### config.mk
export PLATFORM = sky130hd
export DESIGN_NAME = swmm_queue
export DESIGN_NICKNAME = d
export VERILOG_FILES = /design/src/hw/rtl/sliding_window_min_max_unit_assert.svh /design/src/hw/rtl/swmm_queue.sv
export SDC_FILE = /design/constraint.sdc
export NUM_CORES = 1
export LEC_CHECK = 0
export ABC_AREA = 1
export BUFFER_PORTS_ARGS = -buffer_cell sky130_fd_sc_hd__buf_2
export CAP_MARGIN = 25
export CORE_UTILIZATION = 49
export CTS_CLUSTER_DIAMETER = 150
export DETAILED_ROUTE_END_ITERATION = 16
export GPL_TIMING_DRIVEN = 0
export PLACE_DENSITY = 0.77
export SLEW_MARGIN = 20
export SYNTH_ARGS = -nofsm -noshare
export SYNTH_HDL_FRONTEND = slang
export SYNTH_SLANG_ARGS = --single-unit
### constraint.sdc
create_clock -name clock -period 2 [get_ports clock]
set_clock_uncertainty 0.2 [all_clocks]
set_input_delay 0 -clock clock [delete_from_list [all_inputs] [get_ports clock]]
set_output_delay 0 -clock clock [all_outputs]
set_load 0.05 [all_outputs]
### src/hw/rtl/sliding_window_min_max_unit_assert.svh
// ----------------------------------------------------------------------------
// sliding window min/max unit assertion macros
// shared concurrent assertion forms used by the rtl
// ----------------------------------------------------------------------------
`ifndef SLIDING_WINDOW_MIN_MAX_UNIT_ASSERT_SVH
`define SLIDING_WINDOW_MIN_MAX_UNIT_ASSERT_SVH

// same-cycle implication
`define SWMM_ASSERT_NOW(label, clk, rst, ante, cons, msg) \
   label: assert property (@(posedge clk) disable iff (rst) (ante) |-> (cons)) \
      else $error(msg);

// next-cycle implication
`define SWMM_ASSERT_NEXT(label, clk, rst, ante, cons, msg) \
   label: assert property (@(posedge clk) disable iff (rst) (ante) |=> (cons)) \
      else $error(msg);

`endif

### src/hw/rtl/swmm_queue.sv
// ----------------------------------------------------------------------------
// swmm_queue
// small fifo decoupling the classifier from the deque engines
// ----------------------------------------------------------------------------
module swmm_queue #(
   parameter int WIDTH = 8,
   parameter int DEPTH = 2
) (
   input  logic             clock,
   input  logic             reset,
   input  logic             push,
   input  logic [WIDTH-1:0] push_data,
   output logic             full,
   input  logic             pop,
   output logic [WIDTH-1:0] pop_data,
   output logic             empty
);

   localparam int PW = $clog2(DEPTH);
   localparam int CW = $clog2(DEPTH + 1);

   logic [WIDTH-1:0] entry_ff [DEPTH];
   logic [PW-1:0]    wr_ptr_ff, wr_ptr_in;
   logic [PW-1:0]    rd_ptr_ff, rd_ptr_in;
   logic [CW-1:0]    fill_ff, fill_in;
   logic             do_push, do_pop;

   assign full     = (fill_ff == CW'(DEPTH));
   assign empty    = (fill_ff == '0);
   assign do_push  = push && !full;
   assign do_pop   = pop && !empty;
   assign pop_data = entry_ff[rd_ptr_ff];

   always_comb begin
      wr_ptr_in = wr_ptr_ff;
      rd_ptr_in = rd_ptr_ff;
      fill_in   = fill_ff;
      if (do_push) begin
         wr_ptr_in = (wr_ptr_ff == PW'(DEPTH - 1)) ? '0 : wr_ptr_ff + PW'(1);
      end
      if (do_pop) begin
         rd_ptr_in = (rd_ptr_ff == PW'(DEPTH - 1)) ? '0 : rd_ptr_ff + PW'(1);
      end
      if (do_push && !do_pop) begin
         fill_in = fill_ff + CW'(1);
      end else if (do_pop && !do_push) begin
         fill_in = fill_ff - CW'(1);
      end
   end

   always_ff @(posedge clock) begin
      if (reset) begin
         wr_ptr_ff <= '0;
         rd_ptr_ff <= '0;
         fill_ff   <= '0;
      end else begin
         wr_ptr_ff <= wr_ptr_in;
         rd_ptr_ff <= rd_ptr_in;
         fill_ff   <= fill_in;
      end
   end

   always_ff @(posedge clock) begin
      if (do_push) begin
         entry_ff[wr_ptr_ff] <= push_data;
      end
   end

endmodule

==> flow_summary.json, run 1 <==
{
  "outcome": "completed",
  "ant_nets": 0,
  "ctsLongestPathBuffers": 2,
  "cts.clk_slew.worst_paths_ps": 110,
  "cts_setup_buffers": 0,
  "layout-drive-gt1-share": 0.388,
  "synth.distinct_cells": 16,
  "firstDrtPassIters": 4,
  "yosysSeqAreaShare": 0.701,
  "antenna_cells": 0,
  "setup_violations": 0,
  "drc": 0,
  "grt_max_degree": 12,
  "setup.worst_path.class": "reg2reg",
  "startpoint_type": "flop",
  "hold_ws_ps": 225,
  "r2r_slack_ps": 220,
  "met3WireLength_um": 46,
  "min_to": "entry_ff[1][3]$_DFFE_PP_",
  "yosys_warnings": 0,
  "fin_cells": 114,
  "synth_top_family_by_area": "multiplexers",
  "end_kind": "flop",
  "rr_worst_depth": 2,
  "hold_viol": 0,
  "min-delay-start": "push_data[3]",
  "clk_latency_ps": 290,
  "wire_per_inst_um": 11.3,
  "slew_headroom": 0.527,
  "drt-met1-wl_um": 574,
  "drv_slew": 0,
  "min_period_over_period": 0.891,
  "cp.required_ps": 1730,
  "fp.dieArea_sq_mm": 0.00186,
  "grt_pass1_vias": 547,
  "netlist_area_sq_um": 828,
  "cts.sinks": 21,
  "hold_buffers": 11,
  "overflow": 0,
  "nets": 112,
  "cts_made_buffers": 3,
  "syn_inst": 62,
  "vias": 565,
  "hold_path_depth": 2,
  "cp_max_fo": 8,
  "timing.rr.end": "entry_ff[1][0]$_DFFE_PP_",
  "fp.dieH_um": 43.1,
  "worstMarginPinSlew_ps": 708,
  "synth_adder_area_share": 0.0151,
  "grt_pass1_wl_mm": 2.14,
  "ctsHtreeMaxLevel": 1,
  "worstPathArrival_ps": 1510,
  "finalWirelength_mm": 1.29,
  "power_mw": 1.39,
  "r2r_start": "fill_ff[0]$_SDFFE_PP0P_",
  "rows": 14,
  "ys_ff_latch": 21,
  "core_sq_mm": 0.00154,
  "tritoncts": "done",
  "synth_nets": 75,
  "die_w_um": 43.1,
  "wl_met2_um": 671,
  "antenna_found_initial": 0,
  "grtUsageTotal": 0.157,
  "avgSynthCellArea_sq_um": 13.4,
  "fmax_mhz": 561,
  "start_util": 0.537,
  "area_growth_pct": 31.6,
  "cts-resized-gates": 0,
  "crit_start": "fill_ff[0]$_SDFFE_PP0P_",
  "fin_tns_setup_ps": 0,
  "top_layer_used": "met3",
  "port_buffers": 21,
  "place_hpwl_um": 864,
  "rsz0062_at_grt": "false",
  "place_congestion": 0.641,
  "fin_crit_ps": 1780,
  "synth_mux_area_frac": 0.109,
  "ioPinCount": 22,
  "power_density_mw_per_mm2": 1280,
  "final_cell_mix": "buf_2, edfxtp_1, dlygate4sd3_1",
  "via_per_inst": 4.96,
  "hold_class": "in2reg",
  "cts_root_buffer": "clkbuf_4",
  "vdd_drop_max_mv": 0.792,
  "leakage_nw": 0.457,
  "yosys.area_share.simple": 0.0831,
  "post-place-cells": 99,
  "drtIter0Drc": 7,
  "synth_xor_area_frac": 0,
  "synth_compound_gate_area_share": 0.0453,
  "maxCapViolations": 0,
  "final_common_cell": "buf_2"
}
Yosys cell counts:
master / instances / area (sq um)
a21oi_1: 1 / 5.00
and2_4: 1 / 8.76
buf_2: 1 / 5.00
dfxtp_1: 5 / 100
edfxtp_1: 16 / 480
ha_1: 1 / 12.5
inv_1: 7 / 26.3
inv_2: 2 / 7.51
mux2_2: 8 / 90.1
nand2_1: 4 / 15.0
nand3_1: 1 / 5.00
nand4_1: 1 / 6.26
nor2_1: 9 / 33.8
o21ai_0: 2 / 10.0
o21ai_1: 1 / 5.00
o21ai_2: 2 / 17.5
metrics by stage:
stage	worst slack [ps]	util	cell area [sq um]
4_1_cts	172	0.707	1090
3_5_place_dp	196	0.619	953
2_1_floorplan	479	-	828
6_report	218	0.707	1090
3_3_place_gp	260	0.619	953
5_1_grt	72.0	0.707	1090
logic make-up after synthesis:
group / count (synthesis)
AO/OA/AOI/OAI: 6
buffers and inverters: 10
AND/OR/NAND/NOR: 16
adder cells (fa/ha/maj): 1
flip-flops: 21
multiplexers: 8
state kept, by name (all words and copies together) (netlist names), named ones only:
name and count:
entry_ff 16, fill_ff 2, wr_ptr_ff 1, rd_ptr_ff 1
cell type report:
type | count | area (sq um)
Inverter | 9 | 33.8
Clock buffer | 4 | 26.3
Timing Repair Buffer | 32 | 215
Tap cell | 16 | 20.0
Multi-Input combinational cell | 31 | 209
Sequential cell | 21 | 581
Fill cell | 119 | 452
Buffer | 1 | 5.00
critical path, stage by stage (launching register included):
cell and delay [ps]:
dfxtp_1 520, o21ai_2 140, nor2_1 560
power by group:
group / switching [mW] / internal, mW
sequential: 0.0450 / 0.557
clock: 0.114 / 0.0774
combinational: 0.416 / 0.184
total: 0.575 / 0.818
per-layer routing:
layer,track usage,vias to the layer above
met5,0,-
met4,0.0364,0
met3,0.0511,0
met2,0.272,13
met1,0.190,264
li1,-,288
how the worst max path moves through the flow:
stage | depth (start not counted) | end
after detailed placement | 2 | entry_ff[1][1]$_DFFE_PP_
after CTS | 2 | entry_ff[1][1]$_DFFE_PP_
after global placement | 2 | entry_ff[1][5]$_DFFE_PP_
after floorplan | 2 | entry_ff[1][0]$_DFFE_PP_
final | 2 | entry_ff[1][0]$_DFFE_PP_
after global routing | 2 | entry_ff[1][4]$_DFFE_PP_
Power figures use the tool's default switching activity.
==> run 2: changes to the inputs <==
PLACE_DENSITY = 0.81   (was 0.77)
==> run 2 against run 1 <==
Net effect: combinational power about the same; sequential cell count unchanged; critical path depth did not move; sequential share of layout area stayed put; global-route usage grew 0.49 points; setup slack better by 15 ps; via count fell by 0.35%; maximum frequency is 0.87% higher; clock-buffer cell count unchanged; clock power up 2%; first-iteration DRC count is the same; die area stayed put; critical endpoint is now entry_ff[0][4]$_DFFE_PP_; highest routed layer is now met4.
==> flow_summary.json, run 2 (synthesis results as in run 1) <==
{
  "ctsLongestPathBuffers": 2,
  "hold_path_depth": 2,
  "cts-resized-gates": 0,
  "cp.required_ps": 1740,
  "switchingPower_uw": 578,
  "hold_ws_ps": 217,
  "finalWirelength_mm": 1.32,
  "p_int_uw": 818,
  "path_cells": "o21ai_2 > nor2_1",
  "crit_family": "simple AND/OR/NAND/NOR gates",
  "ctsHtreeMaxLevel": 1,
  "combPwrFrac": 0.429,
  "cp.depth": 2,
  "seqCellArea_sq_um": 581,
  "place_hpwl_um": 868,
  "setup_violations": 0,
  "cts.clk_slew.worst_paths_ps": 110,
  "startpoint_type": "flop",
  "die_w_um": 43.1,
  "grt_pass1_wl_mm": 2.10,
  "outcome": "completed",
  "antenna_found_initial": 0,
  "rsz0062_at_grt": "false",
  "start_util": 0.537,
  "final_common_cell": "buf_2",
  "r2r_start": "fill_ff[0]$_SDFFE_PP0P_",
  "fmax_mhz": 566,
  "grtUsageTotal": 0.162,
  "port_buffers": 21,
  "multiInputGateArea_sq_um": 209,
  "dp_slack_ps": 216,
  "seqPwrFrac": 0.431,
  "maxCapViolations": 0,
  "clk_latency_ps": 300,
  "final_cell_mix": "buf_2, edfxtp_1, dlygate4sd3_1",
  "area_growth_pct": 31.6,
  "r2r_slack_ps": 230,
  "grt_max_degree": 12,
  "cts_made_buffers": 3,
  "core_sq_mm": 0.00154,
  "power_density_mw_per_mm2": 1280,
  "slowest_stage": "nor2_1",
  "wire_per_inst_um": 11.6,
  "fin_tns_setup_ps": 0,
  "antenna_cells": 0,
  "ant_nets": 0,
  "largest_register_ffs": 16,
  "firstDrtPassIters": 4,
  "cts.sinks": 21,
  "placed_cell_area_sq_um": 953,
  "end_kind": "flop",
  "largest-register": "entry_ff",
  "slew_headroom": 0.532,
  "final_area_sq_mm": 0.00109,
  "overflow": 0,
  "layout-drive-gt1-share": 0.388,
  "cp_max_fo": 8,
  "min_to": "entry_ff[1][0]$_DFFE_PP_",
  "worstMarginPinSlew_ps": 700,
  "timing.rr.end": "entry_ff[0][4]$_DFFE_PP_",
  "grt_pass1_vias": 532,
  "setup.worst_path.class": "reg2reg",
  "hold_viol": 0,
  "reg_top3": "entry_ff x16, fill_ff x2",
  "fin_cells": 114,
  "place_congestion": 0.645,
  "setup_slack_ps": 234,
  "fp.dieArea_sq_mm": 0.00186,
  "hold_class": "in2reg",
  "leakage_nw": 0.457,
  "drc": 0,
  "power_mw": 1.40,
  "pwr-share-clk": 0.140,
  "postLayoutCoreUtil": 0.707,
  "rr_worst_depth": 2,
  "nFillCells": 108,
  "cts_root_buffer": "clkbuf_4",
  "vdd_drop_max_mv": 0.987,
  "fp.dieH_um": 43.1,
  "tritoncts": "done",
  "drtIter0Drc": 7,
  "cts_setup_buffers": 0,
  "vias": 563,
  "nets": 112,
  "fin_crit_ps": 1770,
  "min-delay-start": "push_data[0]",
  "post-place-cells": 99,
  "crit_buf_inv": 0,
  "ioPinCount": 22,
  "via_per_inst": 4.94,
  "worstPathArrival_ps": 1510,
  "p_sw_frac": 0.414,
  "critPathMaxStageDelay_ps": 550,
  "drv_slew": 0,
  "min_period_over_period": 0.883,
  "rows": 14
}
==> run 2: layout make-up <==
class / instances / share of cell area
sequential: 21 / 0.533
timing repair buffer: 32 / 0.197
multi-input combinational: 31 / 0.192
inverter: 9 / 0.0310
clock buffer: 4 / 0.0241
tap: 16 / 0.0184
buffer: 1 / 0.00459
==> run 2: how the worst max path moves through the flow <==
stage | startpoint | to | slack, ps
2_1_floorplan | fill_ff[0]$_SDFFE_PP0P_ | entry_ff[1][0]$_DFFE_PP_ | 480
3_3_place_gp | fill_ff[0]$_SDFFE_PP0P_ | entry_ff[1][3]$_DFFE_PP_ | 260
6_report | fill_ff[0]$_SDFFE_PP0P_ | entry_ff[0][4]$_DFFE_PP_ | 230
4_1_cts | fill_ff[0]$_SDFFE_PP0P_ | entry_ff[0][3]$_DFFE_PP_ | 210
3_5_place_dp | fill_ff[0]$_SDFFE_PP0P_ | entry_ff[0][3]$_DFFE_PP_ | 220
5_1_grt | fill_ff[0]$_SDFFE_PP0P_ | entry_ff[0][3]$_DFFE_PP_ | 110
==> run 2: power by group through the flow <==
stage	sequential [mW]	combinational [mW]	clock, mW
floorplan	0.602	0.478	0
global placement	0.608	0.572	0
detailed placement	0.613	0.586	0
CTS	0.602	0.604	0.204
global route	0.611	0.643	0.219
finish	0.601	0.599	0.195
==> run 2: repair_timing <==
action | 4_1_cts | 5_1_grt
endpoints found under the setup margin | 0 | 0
hold endpoints to repair | 21 | 0
hold buffers | 11 | 0
==> run 2: worst reg2reg max path, cell delays in order (launching register included) <==
cell and delay, ps:
dfxtp_1 520, o21ai_2 140, nor2_1 550
==> run 2: layer usage <==
| metal | GRT usage | wire length [um] | vias to the layer above | share of wire |
|---|---|---|---|---|
| met3 | 0.0511 | 49 | 2 | 0.037 |
| met2 | 0.284 | 728 | 17 | 0.55 |
| met1 | 0.160 | 519 | 261 | 0.39 |
| met4 | 0.109 | 19 | 0 | 0.014 |
| li1 | - | - | 283 | - |
| met5 | 0 | 0 | - | 0 |
