$ cat config.mk
export PLATFORM = sky130hd
export DESIGN_NAME = swmm_front_flat
export DESIGN_NICKNAME = d
export VERILOG_FILES = /design/src/hw/rtl/sliding_window_min_max_unit_assert.svh /design/src/hw/rtl/swmm_pkg.sv /design/src/hw/rtl/swmm_if.sv /design/src/hw/rtl/swmm_front.sv /design/src/flat_wrapper.sv
export SDC_FILE = /design/constraint.sdc
export NUM_CORES = 1
export LEC_CHECK = 0
export BUFFER_PORTS_ARGS = -buffer_cell sky130_fd_sc_hd__buf_2
export CORE_ASPECT_RATIO = 0.6
export CORE_MARGIN = 2
export CORE_UTILIZATION = 37
export CTS_BUF_LIST = sky130_fd_sc_hd__clkbuf_8
export CTS_CLUSTER_DIAMETER = 200
export DETAILED_ROUTE_END_ITERATION = 10
export HOLD_SLACK_MARGIN = 0.12
export MAX_ROUTING_LAYER = met4
export PLACE_DENSITY = 0.78
export SYNTH_ARGS = -nofsm -noshare
export SYNTH_HDL_FRONTEND = slang
export SYNTH_SLANG_ARGS = --single-unit
$ cat constraint.sdc
create_clock -name clock -period 3 [get_ports clock]
set_clock_uncertainty 0.2 [all_clocks]
set_input_delay 0.9 -clock clock [delete_from_list [all_inputs] [get_ports clock]]
set_output_delay 0.9 -clock clock [all_outputs]
set_load 0.005 [all_outputs]
$ cat src/hw/rtl/sliding_window_min_max_unit_assert.svh
// ----------------------------------------------------------------------------
// sliding window min/max unit assertion macros
// shared concurrent assertion forms used by the rtl
// ----------------------------------------------------------------------------
`ifndef SLIDING_WINDOW_MIN_MAX_UNIT_ASSERT_SVH
`define SLIDING_WINDOW_MIN_MAX_UNIT_ASSERT_SVH

// same-cycle implication
`define SWMM_ASSERT_NOW(label, clk, rst, ante, cons, msg) \
   label: assert property (@(posedge clk) disable iff (rst) (ante) |-> (cons)) \
      else $error(msg);

// next-cycle implication
`define SWMM_ASSERT_NEXT(label, clk, rst, ante, cons, msg) \
   label: assert property (@(posedge clk) disable iff (rst) (ante) |=> (cons)) \
      else $error(msg);

`endif

$ cat src/hw/rtl/swmm_pkg.sv
// ----------------------------------------------------------------------------
// swmm_pkg
// shared constants and types of the sliding window min/max unit
// ----------------------------------------------------------------------------
package swmm_pkg;

   localparam int SAMPLE_W           = 32;
   localparam int CFG_W              = 7;
   localparam int DEFAULT_WINDOW_MAX = 64;
   localparam int QUEUE_DEPTH        = 2;

   localparam logic [CFG_W-1:0] WINDOW_RESET = CFG_W'(1);

   // deque engine sequencer states
   typedef enum logic [2:0] {
      DQ_IDLE,
      DQ_EXPIRE,
      DQ_FRONT_LOAD,
      DQ_BACK_CMP,
      DQ_PUSH
   } swmm_deq_state_type;

   // command from the back-end controller to a deque engine
   typedef struct packed {
      logic start;
      logic last;
   } swmm_eng_ctl_type;

endpackage

$ cat src/hw/rtl/swmm_if.sv
// ----------------------------------------------------------------------------
// swmm channel interfaces
// sample, result and window register channels with valid/ready handshake
// ----------------------------------------------------------------------------
interface swmm_req_if;
   logic                                 valid;
   logic                                 ready;
   logic signed [swmm_pkg::SAMPLE_W-1:0] sample;
   logic                                 sequence_end;

   modport source (output valid, output sample, output sequence_end, input ready);
   modport sink   (input valid, input sample, input sequence_end, output ready);
endinterface


$ cat src/hw/rtl/swmm_front.sv
// ----------------------------------------------------------------------------
// swmm_front
// accepts samples, tags them with position and window, decides on a result
// ----------------------------------------------------------------------------
module swmm_front #(
   parameter int WINDOW_MAX = swmm_pkg::DEFAULT_WINDOW_MAX
) (
   input  logic                                        clock,
   input  logic                                        reset,
   swmm_req_if.sink                                    req_chan,
   input  logic [swmm_pkg::CFG_W-1:0]                  window_size,
   input  logic                                        q_full,
   output logic                                        q_push,
   output logic signed [swmm_pkg::SAMPLE_W-1:0]        q_sample,
   output logic [$clog2(WINDOW_MAX)+1-1:0]             q_pos,
   output logic [$clog2(WINDOW_MAX+1)-1:0]             q_win,
   output logic                                        q_emit,
   output logic                                        q_last
);

   localparam int POS_W = $clog2(WINDOW_MAX) + 1;
   localparam int WIN_W = $clog2(WINDOW_MAX + 1);
   localparam int CMP_W = (swmm_pkg::CFG_W > WIN_W) ? swmm_pkg::CFG_W : WIN_W;

   logic [POS_W-1:0] position_ff, position_in;
   logic [WIN_W-1:0] fill_ff, fill_in;
   logic [WIN_W-1:0] fill_sat;
   logic [CMP_W-1:0] cfg_ext, win_full;
   logic             accept;

   // window register zero acts as one, above the maximum acts as the maximum
   assign cfg_ext  = CMP_W'(window_size);
   assign win_full = (cfg_ext == '0) ? CMP_W'(1) :
                     (cfg_ext > CMP_W'(WINDOW_MAX)) ? CMP_W'(WINDOW_MAX) : cfg_ext;

   assign req_chan.ready = !q_full;
   assign accept         = req_chan.valid && !q_full;

   assign fill_sat = (fill_ff == WIN_W'(WINDOW_MAX)) ? fill_ff : fill_ff + WIN_W'(1);

   assign q_push   = accept;
   assign q_sample = req_chan.sample;
   assign q_pos    = position_ff;
   assign q_win    = WIN_W'(win_full);
   assign q_emit   = (fill_sat >= WIN_W'(win_full));
   assign q_last   = req_chan.sequence_end;

   always_comb begin
      position_in = position_ff;
      fill_in     = fill_ff;
      if (accept) begin
         position_in = req_chan.sequence_end ? '0 : position_ff + POS_W'(1);
         fill_in     = req_chan.sequence_end ? '0 : fill_sat;
      end
   end

   always_ff @(posedge clock) begin
      if (reset) begin
         position_ff <= '0;
         fill_ff     <= '0;
      end else begin
         position_ff <= position_in;
         fill_ff     <= fill_in;
      end
   end

endmodule

$ cat src/flat_wrapper.sv
// flat-port wrapper written by rule: the top's interface ports become plain ports
module swmm_front_flat 
#(
   parameter int WINDOW_MAX = swmm_pkg::DEFAULT_WINDOW_MAX
)
  (clock, reset, window_size, q_full, q_push, q_sample, q_pos, q_win, q_emit, q_last, req_chan_valid, req_chan_sample, req_chan_sequence_end, req_chan_ready);
  swmm_req_if req_chan_i ();
  input  logic clock;
  input  logic reset;
  input  logic [swmm_pkg::CFG_W-1:0] window_size;
  input  logic q_full;
  output logic q_push;
  output logic signed [swmm_pkg::SAMPLE_W-1:0] q_sample;
  output logic [$clog2(WINDOW_MAX)+1-1:0] q_pos;
  output logic [$clog2(WINDOW_MAX+1)-1:0] q_win;
  output logic q_emit;
  output logic q_last;
  input wire logic [$bits(req_chan_i.valid)-1:0] req_chan_valid;
  input wire logic [$bits(req_chan_i.sample)-1:0] req_chan_sample;
  input wire logic [$bits(req_chan_i.sequence_end)-1:0] req_chan_sequence_end;
  output wire logic [$bits(req_chan_i.ready)-1:0] req_chan_ready;
  assign req_chan_i.valid = req_chan_valid;
  assign req_chan_i.sample = req_chan_sample;
  assign req_chan_i.sequence_end = req_chan_sequence_end;
  assign req_chan_ready = req_chan_i.ready;
  swmm_front #(.WINDOW_MAX(WINDOW_MAX)) u_core (.clock(clock), .reset(reset), .req_chan(req_chan_i), .window_size(window_size), .q_full(q_full), .q_push(q_push), .q_sample(q_sample), .q_pos(q_pos), .q_win(q_win), .q_emit(q_emit), .q_last(q_last));
endmodule
==> flow_summary.json, run 1 <==
{
  "numCtsBuffers": 3,
  "antenna_left": 0,
  "synth_common_cells": "buf_4, dfxtp_1, nor2_1",
  "clock_latency_ns": 0.25,
  "hp-class": "reg -> reg",
  "worst_slew_pin_slew_ns": 0.659,
  "start_util": 0.385,
  "min_period_over_period": 1.16,
  "drt_iter0_drc": 70,
  "route.vias.total": 1048,
  "vdd_ir_drop_max_uv": 223,
  "die_h_um": 49,
  "clkSinkCount": 14,
  "antenna_found_initial": 0,
  "cts_tree": "built",
  "crit_path_top_delay_cell": "dfxtp_2",
  "drc": 0,
  "worst-setup-path-type": "reg -> out",
  "fmax_ghz": 0.288,
  "antenna_cells": 0,
  "grt_pass1_wl_um": 4080,
  "synth.most_common_cell": "buf_4",
  "path_delay_family": "compound AO/OA/AOI/OAI gates",
  "synth_nets": 212,
  "synth_area_leaders": "dfxtp_1, buf_4, ha_1",
  "area_growth_pct": 15.8,
  "yosys.cell_types.count": 32,
  "dp.cells": 213,
  "slew_viol_final": 0,
  "yosysTopAreaCell": "dfxtp_1",
  "worst-path-buf-inv": 2,
  "period_minus_slack_ns": 3.48,
  "vias_per_cell": 4.76,
  "leakage_nw": 0.775,
  "die_w_um": 79,
  "crit_fanout": 4,
  "cp-end-kind": "primary output",
  "clk_pin_slew_ns": 0.06,
  "setup_viol": 1,
  "yosysSeqAreaShare": 0.224,
  "synthFlopType": "dfxtp_1",
  "drtPass1Iterations": 4,
  "max_stage_delay_ns": 0.33,
  "async_flop_share": 0,
  "drive_gt1_frac": 0.411,
  "max_cap_violations": 0,
  "rsz0062_at_grt": "yes",
  "stdcell_count": 220,
  "cp.required_ns": 1.90,
  "min_from": "u_core.q_pos[6]$_SDFFE_PP0P_",
  "netlist_area_um2": 1250,
  "timing.critical_path.from": "u_core.fill_ff[1]$_SDFFE_PP0P_",
  "crit-reg2reg-launch": "u_core.fill_ff[1]$_SDFFE_PP0P_",
  "synth_top_area_frac": 0.224,
  "hold_violations": 0,
  "cp_cell_sequence": "inv_2, ha_4, nor4b_4, nand2_2, nand2_1, o21ai_0, ha_1, a21o_1, a31oi_2, o21ai_1, a21o_1, buf_2",
  "violations": "setup timing",
  "setup_slack_ns": -0.478,
  "post-route-util": 0.446,
  "syn_inst": 158,
  "critPathLaunchType": "flop",
  "grt_max_degree": 13,
  "post-dp-hpwl_um": 1920,
  "status": "finished, violations left",
  "ioPinCount": 94,
  "avgSynthCellArea_um2": 7.90,
  "gr-total-overflow": 0,
  "ctsRootBufferMaster": "clkbuf_8",
  "path_common_cell": "a21o_1",
  "clock_path_buffers": 2,
  "core.rowCount": 16,
  "pre_cts_ws_ns": -0.373,
  "fp.coreArea_um2": 3240,
  "gp_congestion": 0.834,
  "finalPower_mw": 0.454,
  "powerDensity_nw_per_um2": 314,
  "synth_edf_count": 0,
  "grt_usage": 0.135,
  "hold_ws_ns": 0.311,
  "max_slew_margin": 0.558,
  "portBuffers": 29,
  "yosys_warnings": 0,
  "cp_data_arrival_time_ns": 2.38,
  "h-tree-depth": 1,
  "n_fill_cell": 320,
  "post_drt_wl_per_cell_um": 12.6,
  "dieArea_um2": 3870,
  "grt_pass1_vias": 921,
  "nets": 230,
  "ys_ff_latch": 14,
  "wl_um": 2760
}
==> report_power, final <==
| group | leakage, nW | switching [mW] | internal, mW |
|---|---|---|---|
| combinational | 0.632 | 0.0397 | 0.0376 |
| clock | 0.0288 | 0.0708 | 0.116 |
| sequential | 0.114 | 0.00173 | 0.188 |
| total | 0.775 | 0.112 | 0.341 |
==> tightest hold or removal path, cell delays in order, from the launching register on <==
cell and delay (ns):
dfxtp_1 0.33, xor2_1 0.07, nor2_1 0.07
==> kinds of logic after synthesis <==
logic type / share of synthesized area
buffers and inverters: 0.259
AND/OR/NAND/NOR: 0.205
AO/OA/AOI/OAI: 0.126
flip-flops: 0.224
XOR/XNOR: 0.0772
adder cells (fa/ha/maj): 0.100
multiplexers: 0.00802
==> through the flow <==
step | instance area (um2) | setup TNS, ns
5_1_grt | 1450 | -0.621
4_1_cts | 1390 | -0.382
6_report | 1450 | -0.478
3_5_place_dp | 1320 | -0.373
3_3_place_gp | 1320 | -0.328
2_1_floorplan | 1250 | -0.0910
==> metal layers <==
metal  vias up  share of wire  GRT usage
li1        531              -          -
met1       490           0.48      0.187
met2        23           0.46      0.184
met3         4          0.057     0.0537
met4         0          0.011     0.0259
met5         -              0          -
==> cell type report <==
| class | count | area [um2] | area share |
|---|---|---|---|
| Multi-Input combinational cell | 94 | 697 | 0.482 |
| Timing Repair Buffer | 51 | 310 | 0.215 |
| Inverter | 12 | 45.0 | 0.0311 |
| Tap cell | 45 | 56.3 | 0.0389 |
| Sequential cell | 14 | 283 | 0.196 |
| Clock buffer | 4 | 55.1 | 0.0381 |
==> worst paths after layout <==
path / end / cells past startpoint / slack (ns)
worst min-delay path: u_core.q_pos[6]$_SDFFE_PP0P_ / 2 / 0.31
worst max register to register: u_core.fill_ff[5]$_SDFFE_PP0P_ / 9 / 0.89
worst max-delay path: q_emit / 12 / -0.48
worst min register to register: u_core.q_pos[6]$_SDFFE_PP0P_ / 2 / 0.31
==> placed cells by master (no fill, tap or decap), drive strengths merged, types with 5 or more instances in the layout <==
master | netlist | layout
nand2 | 11 | 11
inv | 11 | 11
dfxtp | 14 | 14
xor2 | 6 | 6
and3 | 6 | 6
a21oi | 7 | 7
xnor2 | 5 | 5
buf | 35 | 51
ha | 10 | 10
nor2 | 14 | 14
==> flip-flops by register name (all words and copies together), names as in the netlist <==
signal	flops
u_core.fill_ff	7
u_core.q_pos	7
==> repair_timing <==
item / 4_1_cts / 5_1_grt
resized for setup: 2 / 10
buffers inserted: 1 / 2
hold buffers: 0 / 0
endpoints found under the setup margin: 1 / 1
pin swaps: 1 / 9
No activity file was read; power rests on OpenSTA's default activity.
==> run 2, diff against run 1 <==
- PLACE_DENSITY: 0.78 -> 0.85
==> flow_summary.json, run 2 (synthesized netlist as in run 1, its figures left out) <==
{
  "fp.coreArea_um2": 3240,
  "violations": "setup timing",
  "cp.required_ns": 1.90,
  "core.rowCount": 16,
  "finalPower_mw": 0.443,
  "fmax_ghz": 0.290,
  "grt_pass1_wl_um": 4260,
  "cp_cell_sequence": "inv_2, ha_4, nor4b_4, nand2_2, xnor2_2, ha_1, nand2b_4, a31oi_1, o21ai_1, a21o_1, buf_2",
  "use_met2": 0.226,
  "timing.critical_path.from": "u_core.fill_ff[1]$_SDFFE_PP0P_",
  "min_from": "u_core.q_pos[6]$_SDFFE_PP0P_",
  "fin_area_um2": 1430,
  "cp_data_arrival_time_ns": 2.35,
  "critPathLaunchType": "flop",
  "pre_cts_ws_ns": -0.349,
  "post-route-util": 0.440,
  "worst_slew_pin_slew_ns": 0.604,
  "powerDensity_nw_per_um2": 310,
  "dieArea_um2": 3870,
  "ff2ff_setup_slack_ns": 1.01,
  "post-dp-hpwl_um": 1990,
  "antenna_cells": 0,
  "r2r_cells": 8,
  "ioPinCount": 94,
  "grt_usage": 0.143,
  "ctsHoldBuffers": 0,
  "max_cap_violations": 0,
  "route.vias.total": 1030,
  "worst-path-buf-inv": 2,
  "status": "finished, violations left",
  "setup_slack_ns": -0.453,
  "gr-total-overflow": 0,
  "dp.cells": 210,
  "hold_violations": 0,
  "cts_tree": "built",
  "whs_path_depth": 2,
  "h-tree-depth": 1,
  "grt.busiest_layer": "met2",
  "start_util": 0.385,
  "period_minus_slack_ns": 3.45,
  "die_w_um": 79,
  "grt_pass1_vias": 989,
  "setup_viol": 1,
  "clk_pin_slew_ns": 0.05,
  "clock_latency_ns": 0.24,
  "slew_viol_final": 0,
  "max_slew_margin": 0.595,
  "post_drt_wl_per_cell_um": 12.0,
  "nets": 227,
  "final_common_cell": "buf_2",
  "ctsRootBufferMaster": "clkbuf_8",
  "leakage_nw": 0.758,
  "drt_iter0_drc": 56,
  "gp_congestion": 0.858,
  "die_h_um": 49,
  "clkSinkCount": 14,
  "rsz0062_at_grt": "yes",
  "crit_path_top_delay_cell": "dfxtp_2",
  "use_met3": 0.0537,
  "clock_path_buffers": 2,
  "cp-end-kind": "primary output",
  "postPlaceCellArea_um2": 1300,
  "vdd_ir_drop_max_uv": 150,
  "antenna_left": 0,
  "portBuffers": 29,
  "path_delay_family": "simple AND/OR/NAND/NOR gates",
  "hold_ws_ns": 0.324,
  "r2r-end": "u_core.fill_ff[5]$_SDFFE_PP0P_",
  "wl_um": 2610,
  "final_cell_mix": "buf_2, buf_4, nor2_1",
  "hp-class": "reg -> reg",
  "fin_setup_tns_ns": -0.453,
  "grtUsageMet1": 0.180,
  "area_growth_pct": 14.3,
  "drc": 0,
  "crit-reg2reg-launch": "u_core.fill_ff[1]$_SDFFE_PP0P_",
  "min_period_over_period": 1.15,
  "vias_per_cell": 4.75,
  "max_stage_delay_ns": 0.34,
  "numCtsBuffers": 3,
  "antenna_found_initial": 0,
  "stdcell_count": 217,
  "worst-setup-path-type": "reg -> out",
  "crit_fanout": 4,
  "grt_max_degree": 13,
  "hold_end": "u_core.q_pos[6]$_SDFFE_PP0P_",
  "drive_gt1_frac": 0.413,
  "n_fill_cell": 328,
  "drtPass1Iterations": 4
}
-- run 2: metal layers --
metal / up-vias / wire length, um
li1: 525 / -
met1: 474 / 1220
met2: 31 / 1240
met3: 0 / 154
met4: 0 / 0
met5: - / 0
-- run 2: what timing repair did --
action / CTS / global route
buffers inserted: 2 / 1
endpoints found under the setup margin: 1 / 1
gates resized for setup: 7 / 7
pin swaps: 4 / 5
-- run 2: final cells by class --
class / count / area [um2] / area share
Multi-Input combinational cell: 94 / 701 / 0.491
Timing Repair Buffer: 48 / 288 / 0.202
Sequential cell: 14 / 283 / 0.198
Tap cell: 45 / 56.3 / 0.0394
Clock buffer: 4 / 55.1 / 0.0386
Inverter: 12 / 45.0 / 0.0316
-- run 2: worst max-delay path by stage --
stage,end,slack (ns),depth (start not counted)
final,q_emit,-0.45,11
after floorplan,q_emit,-0.09,8
after detailed placement,q_emit,-0.35,10
after CTS,q_emit,-0.36,11
after global routing,q_emit,-0.54,12
after global placement,q_emit,-0.33,10
-- run 2: power breakdown --
| part | leakage (nW) | internal, mW | switching, mW |
|---|---|---|---|
| Sequential | 0.114 | 0.188 | 0.00195 |
| Clock | 0.0288 | 0.116 | 0.0649 |
| Combinational | 0.615 | 0.0347 | 0.0379 |
| Total | 0.758 | 0.339 | 0.105 |
-- run 2: tightest hold or removal path, delay by kind of cell, from the launching register on --
family / cells / cell delay [ns]
XOR/XNOR: 1 / 0.08
AND/OR/NAND/NOR: 1 / 0.07
flip-flops: 1 / 0.34
